==> config.mk <==
export PLATFORM = sky130hd
export DESIGN_NAME = counter_timer_with_int_priority_unit
export DESIGN_NICKNAME = d
export VERILOG_FILES = /design/src/ctc_pkg.sv /design/src/counter_timer_with_int_priority_unit.sv /design/src/ctc_channel.sv /design/src/ctc_prio.sv
export SDC_FILE = /design/constraint.sdc
export NUM_CORES = 1
export LEC_CHECK = 0
export BUFFER_PORTS_ARGS = -buffer_cell sky130_fd_sc_hd__buf_2
export CAP_MARGIN = 10
export CORE_MARGIN = 3
export CORE_UTILIZATION = 50
export DETAILED_ROUTE_END_ITERATION = 7
export GPL_TIMING_DRIVEN = 0
export PLACE_DENSITY_LB_ADDON = 0.12
export SETUP_SLACK_MARGIN = 0.1
export SLEW_MARGIN = 20
export SYNTH_ARGS = -nofsm -noshare
export SYNTH_HDL_FRONTEND = slang
export SYNTH_SLANG_ARGS = --single-unit
==> constraint.sdc <==
create_clock -name clk -period 4.25 [get_ports clk]
set_clock_uncertainty 0.15 [all_clocks]
set_input_delay 0.425 -clock clk [delete_from_list [all_inputs] [get_ports clk]]
set_output_delay 0.425 -clock clk [all_outputs]
set_load 0.01 [all_outputs]
==> src/ctc_pkg.sv <==
package ctc_pkg;

  localparam int CHANNELS = 4;
  localparam int CH_W     = 2;   // width of the channel field
  localparam int CNT_W    = 17;  // down counter width

  localparam int IN_TDATA_W  = 24;
  localparam int OUT_TDATA_W = 24;

  // control word bits
  localparam int CW_INT_EN  = 7;
  localparam int CW_COUNTER = 6;
  localparam int CW_PRE256  = 5;
  localparam int CW_TC_NEXT = 2;
  localparam int CW_RESET   = 1;
  localparam int CW_CONTROL = 0;

  localparam logic [7:0] VEC_MASK = 8'hF8;

  typedef enum logic [1:0] {
    FUNC_WR   = 2'd0,
    FUNC_RD   = 2'd1,
    FUNC_TICK = 2'd2,
    FUNC_NOP  = 2'd3
  } ctc_func_t;

  // per-channel command from the top level
  typedef struct packed {
    logic       wr;       // bus write to this channel
    logic       tick;     // time tick
    logic       clr_irq;  // interrupt delivered for this channel
    logic [7:0] data;
    logic [7:0] cycles;
  } ctc_chan_cmd_t;

  // per-channel status back to the top level
  typedef struct packed {
    logic       await_tc;  // current state, before this beat
    logic       irq_tick;  // flag after this beat's tick, before delivery
    logic [7:0] rd_val;    // prescaled count
  } ctc_chan_st_t;

endpackage

==> src/counter_timer_with_int_priority_unit.sv <==
// Four-channel counter/timer with prioritized interrupt delivery.
// Input stream (in_*): one beat per bus write, bus read or time tick.
//   A write loads a pending time constant, the channel 0 vector base
//   (bit 0 clear) or a control word. A read returns the down count divided
//   by the prescale (16 or 256). A tick subtracts elapsed cycles from every
//   running timer; on expiry the channel reloads and raises its flag if
//   enabled, and when int_accept is set the lowest flagged channel is
//   delivered with vector base | channel*2.
// Output stream (out_*): exactly one result beat per input beat, in order.
// Path: a beat is held in the input register, then processed into the result
//   register when it advances, and presented on out_* from then on.
// Throughput: one beat per cycle while out_tready is high; all channels update
//   in parallel logic between the input register and the result register.
// Reset (rst_n low, synchronous): all channel state, vector base and both
//   pipeline registers clear; no beats are in flight afterwards.
// Stall: if out_tready is low the result register holds, the input register
//   holds its beat and in_tready drops once both are full.
module counter_timer_with_int_priority_unit
  import ctc_pkg::*;
(
  input  logic                   clk,
  input  logic                   rst_n,
  input  logic                   in_tvalid,
  output logic                   in_tready,
  // [1:0] func, [3:2] channel, [11:4] write_data, [19:12] elapsed_cycles,
  // [20] int_accept, [23:21] zero
  input  logic [IN_TDATA_W-1:0]  in_tdata,
  output logic                   out_tvalid,
  input  logic                   out_tready,
  // [7:0] read_data, [8] int_request, [16:9] int_vector, [23:17] zero
  output logic [OUT_TDATA_W-1:0] out_tdata
);

  // input register
  logic                  s1_v_r;
  logic [IN_TDATA_W-1:0] s1_data_r;
  // result register
  logic                   out_v_r;
  logic [OUT_TDATA_W-1:0] out_data_r, out_data_nxt;
  logic [7:0]             vbase_r, vbase_nxt;

  logic advance;  // s1 beat is processed and moves to the result register

  ctc_func_t  func;
  logic [CH_W-1:0] chan;
  logic [7:0] wdata;
  logic [7:0] cycles;
  logic       accept;

  ctc_chan_cmd_t       cmd [CHANNELS];
  ctc_chan_st_t        st  [CHANNELS];
  logic [CHANNELS-1:0] irq_req;
  logic [CHANNELS-1:0] grant;
  logic                hit;
  logic [CH_W-1:0]     hit_idx;
  logic [7:0]          rd_data;
  logic                is_tick;

  assign advance   = s1_v_r && (!out_v_r || out_tready);
  assign in_tready = !s1_v_r || advance;

  assign func   = ctc_func_t'(s1_data_r[1:0]);
  assign chan   = s1_data_r[3:2];
  assign wdata  = s1_data_r[11:4];
  assign cycles = s1_data_r[19:12];
  assign accept = s1_data_r[20];
  assign is_tick = (func == FUNC_TICK);

  // delivery happens only on ticks with int_accept set
  ctc_prio u_prio (
    .req   (irq_req),
    .hit   (hit),
    .idx   (hit_idx),
    .grant (grant)
  );

  genvar g;
  generate
    for (g = 0; g < CHANNELS; g++) begin : g_ch
      always_comb begin
        cmd[g].wr      = (func == FUNC_WR) && (chan == CH_W'(g));
        cmd[g].tick    = is_tick;
        cmd[g].clr_irq = is_tick && accept && grant[g];
        cmd[g].data    = wdata;
        cmd[g].cycles  = cycles;
      end
      assign irq_req[g] = st[g].irq_tick && is_tick && accept;

      ctc_channel u_ch (
        .clk   (clk),
        .rst_n (rst_n),
        .en    (advance),
        .cmd   (cmd[g]),
        .st    (st[g])
      );
    end
  endgenerate

  // read mux; read_data is zero on beats other than reads
  always_comb begin
    rd_data = '0;
    for (int c = 0; c < CHANNELS; c++) begin
      if ((func == FUNC_RD) && (chan == CH_W'(c))) rd_data = st[c].rd_val;
    end
  end

  // vector base: channel 0 write, no constant pending, bit 0 clear
  always_comb begin
    vbase_nxt = vbase_r;
    if ((func == FUNC_WR) && (chan == '0) && !st[0].await_tc && !wdata[CW_CONTROL]) begin
      vbase_nxt = wdata & VEC_MASK;
    end
  end

  always_comb begin
    out_data_nxt       = '0;
    out_data_nxt[7:0]  = rd_data;
    out_data_nxt[8]    = hit;
    if (hit) out_data_nxt[16:9] = {vbase_r[7:3], hit_idx, 1'b0};
  end

  always_ff @(posedge clk) begin
    if (!rst_n) begin
      s1_v_r  <= 1'b0;
      out_v_r <= 1'b0;
      vbase_r <= '0;
    end else begin
      if (in_tready) s1_v_r <= in_tvalid;
      if (advance) begin
        out_v_r <= 1'b1;
        vbase_r <= vbase_nxt;
      end else if (out_tready) begin
        out_v_r <= 1'b0;
      end
    end
  end

  always_ff @(posedge clk) begin
    if (in_tready && in_tvalid) s1_data_r <= in_tdata;
    if (advance) out_data_r <= out_data_nxt;
  end

  assign out_tvalid = out_v_r;
  assign out_tdata  = out_data_r;

endmodule

==> src/ctc_channel.sv <==
module ctc_channel
  import ctc_pkg::*;
(
  input  logic          clk,
  input  logic          rst_n,
  input  logic          en,
  input  ctc_chan_cmd_t cmd,
  output ctc_chan_st_t  st
);

  logic [7:0]       cw_r, cw_nxt;
  logic [7:0]       tc_r, tc_nxt;
  logic [CNT_W-1:0] cnt_r, cnt_nxt;
  logic             await_r, await_nxt;
  logic             irq_r, irq_nxt;
  logic             irq_tick;
  logic [CNT_W-1:0] reload_cur;
  logic [CNT_W-1:0] reload_new;
  logic             running;

  // (tc, zero meaning 256) times 16 or 256
  function automatic logic [CNT_W-1:0] reload_of(input logic [7:0] tc, input logic pre256);
    logic [8:0] t9;
    begin
      t9 = (tc == 8'd0) ? 9'd256 : {1'b0, tc};
      reload_of = pre256 ? CNT_W'({t9, 8'd0}) : CNT_W'({t9, 4'd0});
    end
  endfunction

  assign reload_cur = reload_of(tc_r, cw_r[CW_PRE256]);
  assign reload_new = reload_of(cmd.data, cw_r[CW_PRE256]);
  assign running    = cw_r[CW_CONTROL] && !cw_r[CW_COUNTER] && (cnt_r != '0);

  always_comb begin
    cw_nxt    = cw_r;
    tc_nxt    = tc_r;
    cnt_nxt   = cnt_r;
    await_nxt = await_r;
    irq_tick  = irq_r;
    if (cmd.wr) begin
      if (await_r) begin
        tc_nxt    = cmd.data;
        await_nxt = 1'b0;
        cnt_nxt   = reload_new;
      end else if (cmd.data[CW_CONTROL]) begin
        cw_nxt = cmd.data;
        if (cmd.data[CW_TC_NEXT]) await_nxt = 1'b1;
        if (cmd.data[CW_RESET]) begin
          cnt_nxt  = '0;
          irq_tick = 1'b0;
        end
      end
    end else if (cmd.tick && running) begin
      if (CNT_W'(cmd.cycles) >= cnt_r) begin
        cnt_nxt = reload_cur;
        if (cw_r[CW_INT_EN]) irq_tick = 1'b1;
      end else begin
        cnt_nxt = cnt_r - CNT_W'(cmd.cycles);
      end
    end
    irq_nxt = irq_tick && !cmd.clr_irq;
  end

  always_ff @(posedge clk) begin
    if (!rst_n) begin
      cw_r    <= '0;
      tc_r    <= '0;
      cnt_r   <= '0;
      await_r <= 1'b0;
      irq_r   <= 1'b0;
    end else if (en) begin
      cw_r    <= cw_nxt;
      tc_r    <= tc_nxt;
      cnt_r   <= cnt_nxt;
      await_r <= await_nxt;
      irq_r   <= irq_nxt;
    end
  end

  assign st.await_tc = await_r;
  assign st.irq_tick = irq_tick;
  assign st.rd_val   = cw_r[CW_PRE256] ? cnt_r[15:8] : cnt_r[11:4];

endmodule

==> src/ctc_prio.sv <==
module ctc_prio
  import ctc_pkg::*;
(
  input  logic [CHANNELS-1:0] req,
  output logic                hit,
  output logic [CH_W-1:0]     idx,
  output logic [CHANNELS-1:0] grant
);

  // lowest channel wins
  always_comb begin
    hit   = 1'b0;
    idx   = '0;
    grant = '0;
    for (int c = CHANNELS - 1; c >= 0; c--) begin
      if (req[c]) begin
        hit   = 1'b1;
        idx   = CH_W'(c);
        grant = CHANNELS'(1) << c;
      end
    end
  end

endmodule
# After elaboration in Yosys (flattened, before gate mapping)

Index checks and enable logic that the tools add are counted.
W data, S select, Z words.

Register bits: 185
Output and inout port bits: 26

Add/sub/neg operators: 4
Order comparisons: 4
Equality and inequality tests: 13
Multiplexer cells: 86
Bitwise operators: 5
Reduce and logical (&&, ||, !) cells: 90

Operator list:

| kind                 | count |
|---|---|
| $mux W17             | 26 |
| $ge A8 B17 Y1        | 4 |
| $reduce_bool A17 Y1  | 4 |
| $sub A17 B8 Y17      | 4 |
| $mux W8              | 8 |
| $mux W9              | 5 |
| $logic_and A1 B1 Y1  | 41 |
| $logic_not A8 Y1     | 5 |
| $mux W1              | 40 |
| $reduce_and A4 Y1    | 8 |
| $ne A3 B2 Y1 const B | 8 |
| $mux W4              | 4 |
| $logic_not A1 Y1     | 12 |
| $reduce_and A3 Y1    | 4 |
| $reduce_and A2 Y1    | 5 |
| $reduce_bool A2 Y1   | 5 |
| $eq A2 B2 Y1 const B | 3 |
| $mux W2              | 3 |
| $not A1 Y1           | 5 |
| $eq A2 B1 Y1 const B | 2 |
| $logic_not A2 Y1     | 2 |
| $reduce_or A3 Y1     | 1 |
| $logic_or A1 B1 Y1   | 2 |
| $reduce_or A2 Y1     | 1 |

# Logic depth before layout (Yosys ltp)

Gate-level depths: netlist of the first run.

Word-level depth: 15
Mapped depth: 11
Gate-level depth less buffers: 11

# Hierarchy

A second synthesis of the first run with hierarchy kept.

Cell total of the unflattened synthesis: 1,325
Area, all modules: 11,676.2 µm²

By module, submodules not included:

| module                               | instances | cells each | area each (µm²) | sequential area each (µm²) |
|---|---|---|---|---|
| ctc_channel (g_ch[1].u_ch ...)       | 3         | 293        | 2,442.3         | 620.6 |
| ctc_channel (g_ch[0].u_ch)           | 1         | 316        | 2,406.1         | 620.6 |
| counter_timer_with_int_priority_unit | 1         | 119        | 1,881.8         | 1,251.2 |
| ctc_prio                             | 1         | 11         | 61.3            | 0.0 |

# Least setup slack after synthesis of the first run

OpenSTA, ideal clock, no wires.

Path type: register to register
From: register s1_data_r[12]
To: register g_ch[3].u_ch.cnt_r[14]
Library setup time: 117 ps
Arrival time: 2,576 ps
Slack: 1,408 ps
Cell stages (with the launch flop): 11
Buffers on the path: 0
Clock period less this slack: 2,842 ps
Cell sequence: edfxtp_1 -> ha_1 -> inv_1 -> fa_1 -> a21o_1 -> a221oi_1 -> o21bai_1 -> a2111oi_0 -> xnor2_1 -> nand4_1 -> and4b_1

Cells in the longest elaborated chain, start to end: 4

Ends and longest elaborated chain:

| item                                                    | line                                        | RTL |
|---|---|---|
| start: declaration                                      | counter_timer_with_int_priority_unit.sv:36  | `logic [IN_TDATA_W-1:0] s1_data_r;` |
| start signal: assignment                                | counter_timer_with_int_priority_unit.sv:139 | `if (in_tready && in_tvalid) s1_data_r <= in_tdata;` |
| $sub A17 B8 Y17 / $ge A8 B17 Y1 (equally long branches) | ctc_channel.sv:58, ctc_channel.sv:54        |  |
| $mux W17 (*)                                            | ctc_channel.sv:54                           | `if (CNT_W'(cmd.cycles) >= cnt_r) begin` |
| $mux W17 (*)                                            | ctc_channel.sv:53                           | `end else if (cmd.tick && running) begin` |
| $mux W17 (*)                                            | ctc_channel.sv:40                           | `if (cmd.wr) begin` |
| end signal: assignment                                  | ctc_channel.sv:74                           | `cnt_r <= cnt_nxt;` |
| end: declaration                                        | ctc_channel.sv:13                           | `logic [CNT_W-1:0] cnt_r, cnt_nxt;` |

Mark *: on every way between the ends. The rest lies on a longest branch, timed or not. The select of a mux whose other input is x is not followed.
A chain may end at the register's enable or synchronous reset.

# Final worst setup path of the first run

From: register s1_data_r[13]
To: register g_ch[1].u_ch.cnt_r[5]

Cells in the longest elaborated chain, start to end: 4

Ends and longest elaborated chain:

| item                                                    | line |
|---|---|
| $sub A17 B8 Y17 / $ge A8 B17 Y1 (equally long branches) | ctc_channel.sv:58, ctc_channel.sv:54 |
| $mux W17 (*)                                            | ctc_channel.sv:54 |
| $mux W17 (*)                                            | ctc_channel.sv:53 |
| $mux W17 (*)                                            | ctc_channel.sv:40 |
| end signal: assignment                                  | ctc_channel.sv:74 |
| end: declaration                                        | ctc_channel.sv:13 |

Marks and branches as above.

==> results of run 1 <==
## repair_timing
action | CTS | global route
gates resized for setup | 0 | 0
endpoints found under the setup margin | 0 | 0
hold buffers | 20 | 0
hold endpoints to repair | 20 | 0
## path summary, 6_finish.rpt
kind                        startpoint                     to  slack [ps]  cells after the start
setup / recovery         s1_data_r[13]  g_ch[1].u_ch.cnt_r[5]         380                     10
hold / removal            in_tdata[20]          s1_data_r[20]          40                      1
setup reg to reg         s1_data_r[13]  g_ch[1].u_ch.cnt_r[5]         380                     10
hold reg to reg   g_ch[3].u_ch.cw_r[0]   g_ch[3].u_ch.cw_r[0]         310                      2
## logic make-up (layout without fill, tap and decap cells)
| logic type | after synthesis | in the layout | synth area share |
|---|---|---|---|
| xor gates and xnor gates | 40 | 40 | 0.0318 |
| DFF | 168 | 168 | 0.339 |
| AOI/OAI and AO/OA | 388 | 388 | 0.230 |
| and+or+nand+nor | 454 | 454 | 0.214 |
| buffers and inverters | 130 | 224 | 0.0484 |
| adders and majority gates | 36 | 36 | 0.0436 |
| muxes | 100 | 100 | 0.0930 |
| other | 1 | 8 | 0.000340 |
## cells in the mapped netlist, types with 18 or more instances
master	number
dfxtp_1	131
nand2_1	108
o21ai_0	98
a21oi_1	84
mux2i_1	81
clkbuf_1	78
nor2_1	74
nand3_1	72
nor2b_1	52
edfxtp_1	37
nor3_1	34
ha_1	32
a21boi_0	31
inv_1	29
nor4_1	25
xnor2_1	24
a31oi_1	23
mux2_2	19
o22ai_1	18
## power by group
| part | switching [mW] | internal, mW |
|---|---|---|
| sequential | 0.0178 | 1.65 |
| combinational | 0.225 | 0.112 |
| clock | 0.814 | 0.805 |
| total | 1.06 | 2.57 |
## registers in the layout, summed over array words and instances (netlist names)
signal	cells
s1_v_r	1
g_ch.u_ch.irq_r	4
g_ch.u_ch.await_r	4
g_ch.u_ch.cw_r	16
s1_data_r	21
out_tvalid	1
vbase_r	5
g_ch.u_ch.tc_r	32
out_tdata	16
g_ch.u_ch.cnt_r	68
## stage by stage
step / instances / hold WS, ps
floorplan: 1324 / 284
global placement: 1641 / 291
detailed placement: 1641 / 298
CTS: 1693 / 36.2
global route: 1693 / 28.3
finish: 1693 / 43.7
## final cells by class
| cell class | instances | area share |
|---|---|---|
| Clock buffer | 17 | 0.0342 |
| Tap cell | 275 | 0.0277 |
| Sequential cell | 168 | 0.301 |
| Clock inverter | 15 | 0.0159 |
| Buffer | 100 | 0.0339 |
| Multi-Input combinational cell | 1026 | 0.545 |
| Inverter | 30 | 0.00907 |
| Timing Repair Buffer | 62 | 0.0330 |
## layer usage
layer | vias to the layer above | wire length, um | track usage
met5 | - | 0 | 0
met4 | 0 | 1490 | 0.118
met3 | 110 | 3720 | 0.0851
met2 | 596 | 17400 | 0.504
met1 | 5120 | 16000 | 0.418
li1 | 5024 | - | -
## layout by cell type (no fill, tap or decap), types with 13 or more instances in the layout
master,n
clkbuf_1,78
nor4_1,25
nand2b_1,14
dlygate4sd3_1,20
xor2_1,16
a21boi_0,31
a21oi_1,84
dfxtp_1,131
nand2_1,108
buf_2,46
mux2_2,19
nor2_1,74
inv_1,29
o21a_1,16
nor3_1,34
a211oi_1,16
o21ai_0,98
xnor2_1,24
clkbuf_16,17
ha_1,32
nand3_1,72
o22ai_1,18
nor2b_1,52
a31oi_1,23
and2_1,15
mux2i_1,81
o211ai_1,13
edfxtp_1,37
==> metrics.md, run 1 <==
| Metric | Value |
|---|---|
| Fmax | 258 MHz |
| Multi-input gate area | 0.00678 sq mm |
| Most used cell, CP | a21oi_1 |
| Max VDD drop | 0.278 mV |
| Largest net degree at the start of global routing | 26 |
| H-tree levels | 4 |
| Setup violations, final | 0 |
| Final worst slack | 378 ps |
| Post-place setup slack | 497 ps |
| Design Area, Final | 0.0124 sq mm |
| Clock sinks | 168 |
| Largest cells by area after synthesis | dfxtp_1 (24%), edfxtp_1 (10%), mux2i_1 (7.4%), o21ai_0 (4.5%), a21oi_1 (3.8%) |
| Buffers and inverters on the worst path | 2 |
| Final Hold Viols | 0 |
| Die area | 0.0238 sq mm |
| Quantity of I/O buffers inserted on ports | 42 |
| Status | finished clean |
| Required time worst endpoint | 4490 ps |
| Vias in the first global route | 10168 |
| First-pass GRT wire length | 58.9 mm |
| DRC viols | 0 |
| Slew margin rel. | 0.265 |
| Register area | 0.00373 sq mm |
| Post-CTS Setup Repair Bufs | 0 |
| Crit path cell chain | inv_1 -> ha_1 -> nor2b_1 -> o31a_1 -> o22ai_1 -> a21oi_1 -> clkbuf_1 -> mux2i_1 -> a22oi_1 -> a21oi_1 |
| Crit path launch type | flop |
| Distinct cell type count after synthesis | 78 |
| Num CTS Buffers | 17 |
| CORE AREA | 0.0214 sq mm |
| Synth Flop Type | dfxtp_1 |
| Initial DRC count | 1166 |
| Leakage | 4.59 nW |
| Post-layout nets | 1469 |
| Unrepaired setup endpoints after global routing | false |
| Drt via density | 6.41 |
| Share of post-route cells with drive strength above 1 | 0.0938 |
| Grt ovf | 0 |
| Cell Rows | 53 |
| Post-Route WL | 38.7 mm |
| Die H | 154 um |
| CTS tree | done |
| CTS root buffer | clkbuf_16 |
| Final Util | 0.582 |
| Synth Warn # | 0 |
| Die X | 154 um |
| Crit-path max FO | 10 |
| Clock latency at the later pin of the worst-skew pair | 460 ps |
| PwrDens | 292 mW/mm^2 |
| Worst setup EP type | flop |
| Post-route ant nets | 0 |
| Mapped Cells | 1317 |
| Cell area after synthesis | 0.0110 sq mm |
| CTS clock-pin slew for the worst setup and hold paths | 80 ps |
| Antenna cells | 0 |
| Slowest cell delay on critical path | 860 ps |
| Power Total | 3.62 mW |
| Fin crit share | 0.911 |
| Post-DR wirelength/cell | 22.8 um |
| Fin crit period | 3870 ps |
| Crit path arrival time | 4110 ps |
| Seq/Total Area, Yosys | 0.339 |
| Synth Area per Inst | 8.36 sq um |
| Most area-hungry cell type in the Yosys netlist | dfxtp_1 |
| Slew @ Worst Pin | 1090 ps |
| Clock tree buffer depth | 2 |
| Final TNS setup | 0 ps |
| Initial antenna violation count | 1 |
| Number of synthesized flops with an enable pin | 37 |
| TritonRoute pass-1 iters | 6 |
| Critical path's top delay family | compound AO/OA/AOI/OAI gates |
| GPL Wtd Cong | 0.997 |
| Via Count | 10850 |
| Placed cell areas | 0.0116 sq mm |
| Max Cap Viol | 0 |
| Post-synth top area share | 0.238 |
| # IOs | 54 |
| P&R area growth vs syn | 12.8% |
| Post-DP HPWL | 27.7 mm |
| Initial Util | 0.516 |
| Yosys reg bits | 168 |
| Slew Viols, Final | 0 |
| Fillcell total | 2010 |
| Post-synth ARST share | 0 |
| Slowest CP cell | a21oi_1 |
| Total GRT Usage | 0.318 |
| Min-delay worst type | in2reg |
| CP Class | reg2reg |
No activity file was read; power rests on OpenSTA's default activity.
==> run 2, diff against run 1 <==
- ABC_CLOCK_PERIOD_IN_PS: unset -> 4600
- SLEW_MARGIN: 20 -> 15
- clock period: 4.25 -> 4.6 ns (I/O delays scaled with it)
==> metrics.md, run 2 (synthesis results as in run 1) <==
| Metric | Value |
|---|---|
| # IOs | 54 (unchanged) |
| Max Cap Viol | 0 (unchanged) |
| Final worst slack | 689 ps (+311 ps) |
| Reg2reg path depth | 10 (unchanged) |
| Post-DP HPWL | 27.7 mm (unchanged) |
| Clock sinks | 168 (unchanged) |
| CTS clock-pin slew for the worst setup and hold paths | 90 ps (about the same) |
| Drt via density | 6.39 (-0.32%) |
| Most common cell after layout, fill and taps aside | dfxtp_1 |
| TritonRoute pass-1 iters | 6 (unchanged) |
| Min-delay worst type | in2reg |
| Grt ovf | 0 (unchanged) |
| FF-to-FF Start | s1_data_r[13] |
| Num CTS Buffers | 17 (unchanged) |
| Setup violations, final | 0 (unchanged) |
| Largest Register | g_ch.u_ch.cnt_r |
| Total GRT Usage | 0.314 (-0.00366) |
| Share of post-route cells with drive strength above 1 | 0.0951 (+0.00134) |
| M1 WL | 15.8 mm (-1.7%) |
| Final hold slack | 13.8 ps (-29.9 ps) |
| Worst hold stages | 1 (unchanged) |
| Post-route ant nets | 0 (unchanged) |
| Post-Route WL | 38.1 mm (-1.5%) |
| P&R area growth vs syn | 10.9% |
| Final Hold Viols | 0 (unchanged) |
| Worst Min Path Start | in_tdata[13] |
| Antenna cells | 0 (unchanged) |
| First-pass GRT wire length | 58.3 mm (-1.1%) |
| Initial Util | 0.516 (unchanged) |
| Quantity of I/O buffers inserted on ports | 42 (unchanged) |
| Initial antenna violation count | 1 (unchanged) |
| Worst r2r dst | g_ch[1].u_ch.cnt_r[5] |
| H-tree levels | 4 (unchanged) |
| Crit path launch type | flop |
| Die area | 0.0238 sq mm (unchanged) |
| Post-CTS Setup Repair Bufs | 0 (unchanged) |
| Fin crit period | 3910 ps (+39.2 ps) |
| Largest net degree at the start of global routing | 26 (unchanged) |
| GPL Wtd Cong | 0.997 (unchanged) |
| Leakage | 4.51 nW (-1.8%) |
| Required time worst endpoint | 4850 ps (+360 ps) |
| Slew margin rel. | 0.282 (+0.0169) |
| Uppermost routed layer | met4 |
| Crit path arrival time | 4160 ps (+50 ps) |
| Unrepaired setup endpoints after global routing | false |
| Register-to-register setup slack | 690 ps (+310 ps) |
| CTS tree | done |
| PwrDens | 274 mW/mm^2 (-6.1%) |
| Status | finished clean |
| Post-CTS Hold Fix Bufs | 0 (-100%) |
| DRC viols | 0 (unchanged) |
| Post-place setup slack | 847 ps (+350 ps) |
| Fin crit share | 0.850 (-0.0608) |
| Most frequent cells in the layout | dfxtp_1 (131), nand2_1 (108), o21ai_0 (98) |
| Slew Viols, Final | 0 (unchanged) |
| Initial DRC count | 1180 (+1.2%) |
| Die H | 154 um (unchanged) |
| Vias in the first global route | 10055 (-1.1%) |
| CTS root buffer | clkbuf_16 |
| Wire length on met3 | 3.89 mm (+4.4%) |
| Via Count | 10688 (-1.5%) |
| Clock latency at the later pin of the worst-skew pair | 460 ps (about the same) |
| Largest registers | g_ch.u_ch.cnt_r (68), g_ch.u_ch.tc_r (32), s1_data_r (21) |
| Post-DR wirelength/cell | 22.8 um (-0.35%) |
| Die X | 154 um (unchanged) |
| Crit-path max FO | 10 (unchanged) |
| Power Total | 3.35 mW (-7.7%) |
| Worst Hold Endpoint | s1_data_r[13] |
| Max FFs per register | 68 (unchanged) |
| Final TNS setup | 0 ps (unchanged) |
| Clock tree buffer depth | 2 (unchanged) |
| Slew @ Worst Pin | 1080 ps (-15.3 ps) |
| Post-layout nets | 1449 (-1.4%) |
| Worst setup EP type | flop |
| Cell Rows | 53 (unchanged) |
| Post-CTS sizing | 0 (unchanged) |
| Met2 routed WL | 16.9 mm (-3.0%) |
| Fmax | 256 MHz (-1.0%) |
| CORE AREA | 0.0214 sq mm (unchanged) |
| Max VDD drop | 0.256 mV (-8.0%) |
| CP Class | reg2reg |
==> run 2: per-layer routing <==
layer / GRT usage / up-vias
met5: 0 / -
met4: 0.118 / 0
met3: 0.0848 / 111
met2: 0.495 / 606
met1: 0.415 / 4999
li1: - / 4972
==> run 2: power breakdown <==
group	total [mW]	internal (mW)	switching, mW
Sequential	1.54	1.52	0.0163
Clock	1.51	0.743	0.766
Combinational	0.297	0.0921	0.205
==> run 2: how the worst max path moves through the flow <==
stage / endpoint / startpoint
floorplan: g_ch[3].u_ch.cnt_r[14] / s1_data_r[12]
global placement: g_ch[1].u_ch.cnt_r[16] / s1_data_r[13]
detailed placement: g_ch[1].u_ch.cnt_r[5] / s1_data_r[13]
CTS: g_ch[1].u_ch.cnt_r[5] / s1_data_r[13]
global route: g_ch[1].u_ch.cnt_r[5] / s1_data_r[13]
finish: g_ch[1].u_ch.cnt_r[5] / s1_data_r[13]
==> run 2: layout make-up <==
type / count / area [sq um]
Buffer: 100 / 422
Multi-Input combinational cell: 1026 / 6780
Inverter: 30 / 113
Sequential cell: 168 / 3730
Fill cell: 2031 / 9130
Clock inverter: 15 / 198
Timing Repair Buffer: 42 / 210
Clock buffer: 17 / 425
Tap cell: 275 / 344
==> run 2: stage by stage <==
step / utilization / cells / area, sq um
finish: 0.572 / 1673 / 12200
global placement: 0.543 / 1641 / 11600
floorplan: - / 1324 / 11000
detailed placement: 0.543 / 1641 / 11600
global route: 0.572 / 1673 / 12200
CTS: 0.572 / 1673 / 12200
==> run 2: worst max-delay path: stages, from the launching register on <==
cell and delay [ps]:
edfxtp_1 360, inv_1 530, ha_1 260, nor2b_1 210, o31a_1 200, o22ai_1 170, a21oi_1 860, clkbuf_1 530
mux2i_1 260, a22oi_1 90, a21oi_1 200
==> run 3, diff against run 2 <==
- CTS_CLUSTER_SIZE: unset -> 14
- MAX_ROUTING_LAYER: unset -> met4
==> metrics.md, run 3 (synthesis results as in run 1) <==
| Metric | Value |
|---|---|
| Slew margin rel. | 0.267 (-0.0152) |
| Final Hold Viols | 0 (unchanged) |
| CTS tree | done |
| GPL Wtd Cong | 1.02 (+2.5%) |
| First-pass GRT wire length | 58.7 mm (+0.66%) |
| Die H | 154 um (unchanged) |
| Die area | 0.0238 sq mm (unchanged) |
| CTS clock-pin slew for the worst setup and hold paths | 70 ps (-20 ps) |
| Post-Route WL | 38.3 mm (+0.62%) |
| H-tree levels | 4 (unchanged) |
| Initial DRC count | 1350 (+14%) |
| Crit path arrival time | 4100 ps (-60 ps) |
| Num CTS Buffers | 17 (unchanged) |
| Crit-path max FO | 10 (unchanged) |
| Max FFs per register | 68 (unchanged) |
| Setup violations, final | 0 (unchanged) |
| Clock tree buffer depth | 2 (unchanged) |
| Largest registers | g_ch.u_ch.cnt_r (68), g_ch.u_ch.tc_r (32), s1_data_r (21) |
| Initial antenna violation count | 0 (-1) |
| Crit path cell chain | inv_1 -> ha_1 -> nor2b_1 -> o31a_1 -> o22ai_1 -> a21oi_1 -> clkbuf_1 -> o211ai_1 -> nand3_1 -> a31oi_1 |
| Max Cap Viol | 0 (unchanged) |
| Final TNS setup | 0 ps (unchanged) |
| Fillcell total | 2000 (-1.5%) |
| Via Count | 10728 (+0.37%) |
| Most common cell after layout, fill and taps aside | dfxtp_1 |
| Vias in the first global route | 9935 (-1.2%) |
| Grt ovf | 0 (unchanged) |
| Unrepaired setup endpoints after global routing | false |
| Min-delay worst type | in2reg |
| Post-CTS sizing | 0 (unchanged) |
| P&R area growth vs syn | 10.8% |
| Largest net degree at the start of global routing | 26 (unchanged) |
| Share of post-route cells with drive strength above 1 | 0.0944 (-0.000715) |
| CP Class | reg2reg |
| # IOs | 54 (unchanged) |
| Fin cells | 1673 (unchanged) |
| Slew Viols, Final | 0 (unchanged) |
| Die X | 154 um (unchanged) |
| Post-CTS Setup Repair Bufs | 0 (unchanged) |
| Crit path launch type | flop |
| Buffers and inverters on the worst path | 2 (unchanged) |
| CORE AREA | 0.0214 sq mm (unchanged) |
| Leakage | 4.51 nW (about the same) |
| Fmax | 254 MHz (-0.58%) |
| Critical path's top delay family | compound AO/OA/AOI/OAI gates |
| Post-route ant nets | 0 (unchanged) |
| DRC viols | 0 (unchanged) |
| Max VDD drop | 0.197 mV (-23%) |
| Slowest cell delay on critical path | 840 ps (-20 ps) |
| Fin crit share | 0.855 (+0.00492) |
| Post-CTS Hold Fix Bufs | 0 (unchanged) |
| Register-to-register setup slack | 670 ps (-20 ps) |
| Total GRT Usage | 0.326 (+0.0114) |
| Clock sinks | 168 (unchanged) |
| Fin crit period | 3930 ps (+22.6 ps) |
| Post-layout nets | 1449 (unchanged) |
| Slowest CP cell | a21oi_1 |
| Drt via density | 6.41 (+0.37%) |
| CTS root buffer | clkbuf_16 |
| Antenna cells | 0 (unchanged) |
| Required time worst endpoint | 4770 ps (-80 ps) |
| Quantity of I/O buffers inserted on ports | 42 (unchanged) |
| Initial Util | 0.516 (unchanged) |
| Post-DP HPWL | 27.7 mm (about the same) |
| Post-DR wirelength/cell | 22.9 um (+0.62%) |
| Slew @ Worst Pin | 1090 ps (+12.8 ps) |
| Status | finished clean |
| Clock latency at the later pin of the worst-skew pair | 450 ps (about the same) |
| Worst setup EP type | flop |
| Largest Register | g_ch.u_ch.cnt_r |
| Cell Rows | 53 (unchanged) |
| Most frequent cells in the layout | dfxtp_1 (131), nand2_1 (108), o21ai_0 (98) |
| TritonRoute pass-1 iters | 6 (unchanged) |
| PwrDens | 276 mW/mm^2 (+0.84%) |
| Final Util | 0.571 (-0.000938) |
| Cell count after placement | 1641 (unchanged) |
-- run 3: path summary, 6_finish.rpt --
check	start	to	depth (start not counted)
max	s1_data_r[13]	g_ch[1].u_ch.cnt_r[16]	10
min	in_tdata[12]	s1_data_r[12]	1
max reg2reg	s1_data_r[13]	g_ch[1].u_ch.cnt_r[16]	10
min reg2reg	g_ch[3].u_ch.cw_r[0]	g_ch[3].u_ch.cw_r[0]	2
-- run 3: final cells by class --
type,instances,area (sq um),share of cell area
clock inverter,15,178,0.0146
timing repair buffer,42,210,0.0172
tap,275,344,0.0282
buffer,100,422,0.0346
sequential,168,3730,0.306
clock buffer,17,425,0.0349
inverter,30,113,0.00923
multi-input combinational,1026,6780,0.555
-- run 3: layer usage --
layer / track usage / part of all wire
met1: 0.440 / 0.43
met2: 0.497 / 0.45
met3: 0.0616 / 0.095
met4: 0.103 / 0.031
met5: - / 0
-- run 3: worst register-to-register path, delay by kind of cell, from the launching register on --
kind	cells	cell delay [ps]
AO/OA/AOI/OAI	5	1550
flip-flops	1	360
adder cells (fa/ha/maj)	1	270
AND/OR/NAND/NOR	2	390
buffers and inverters	2	1080
-- run 3: metrics by stage --
step                      total power, mW  area [sq um]  setup slack [ps]  hold WS (ps)
after floorplan                      1.75         11000              1760           284
after global placement               1.86         11600               855           290
after detailed placement             1.86         11600               773           302
after CTS                            3.35         12200               769          26.2
after global routing                 3.43         12200               460          25.6
final                                3.37         12200               667          29.6
-- run 3: where the power goes --
part / internal, mW / switching (mW)
registers: 1.52 / 0.0168
clock network: 0.824 / 0.705
logic: 0.0921 / 0.207
total: 2.44 / 0.929
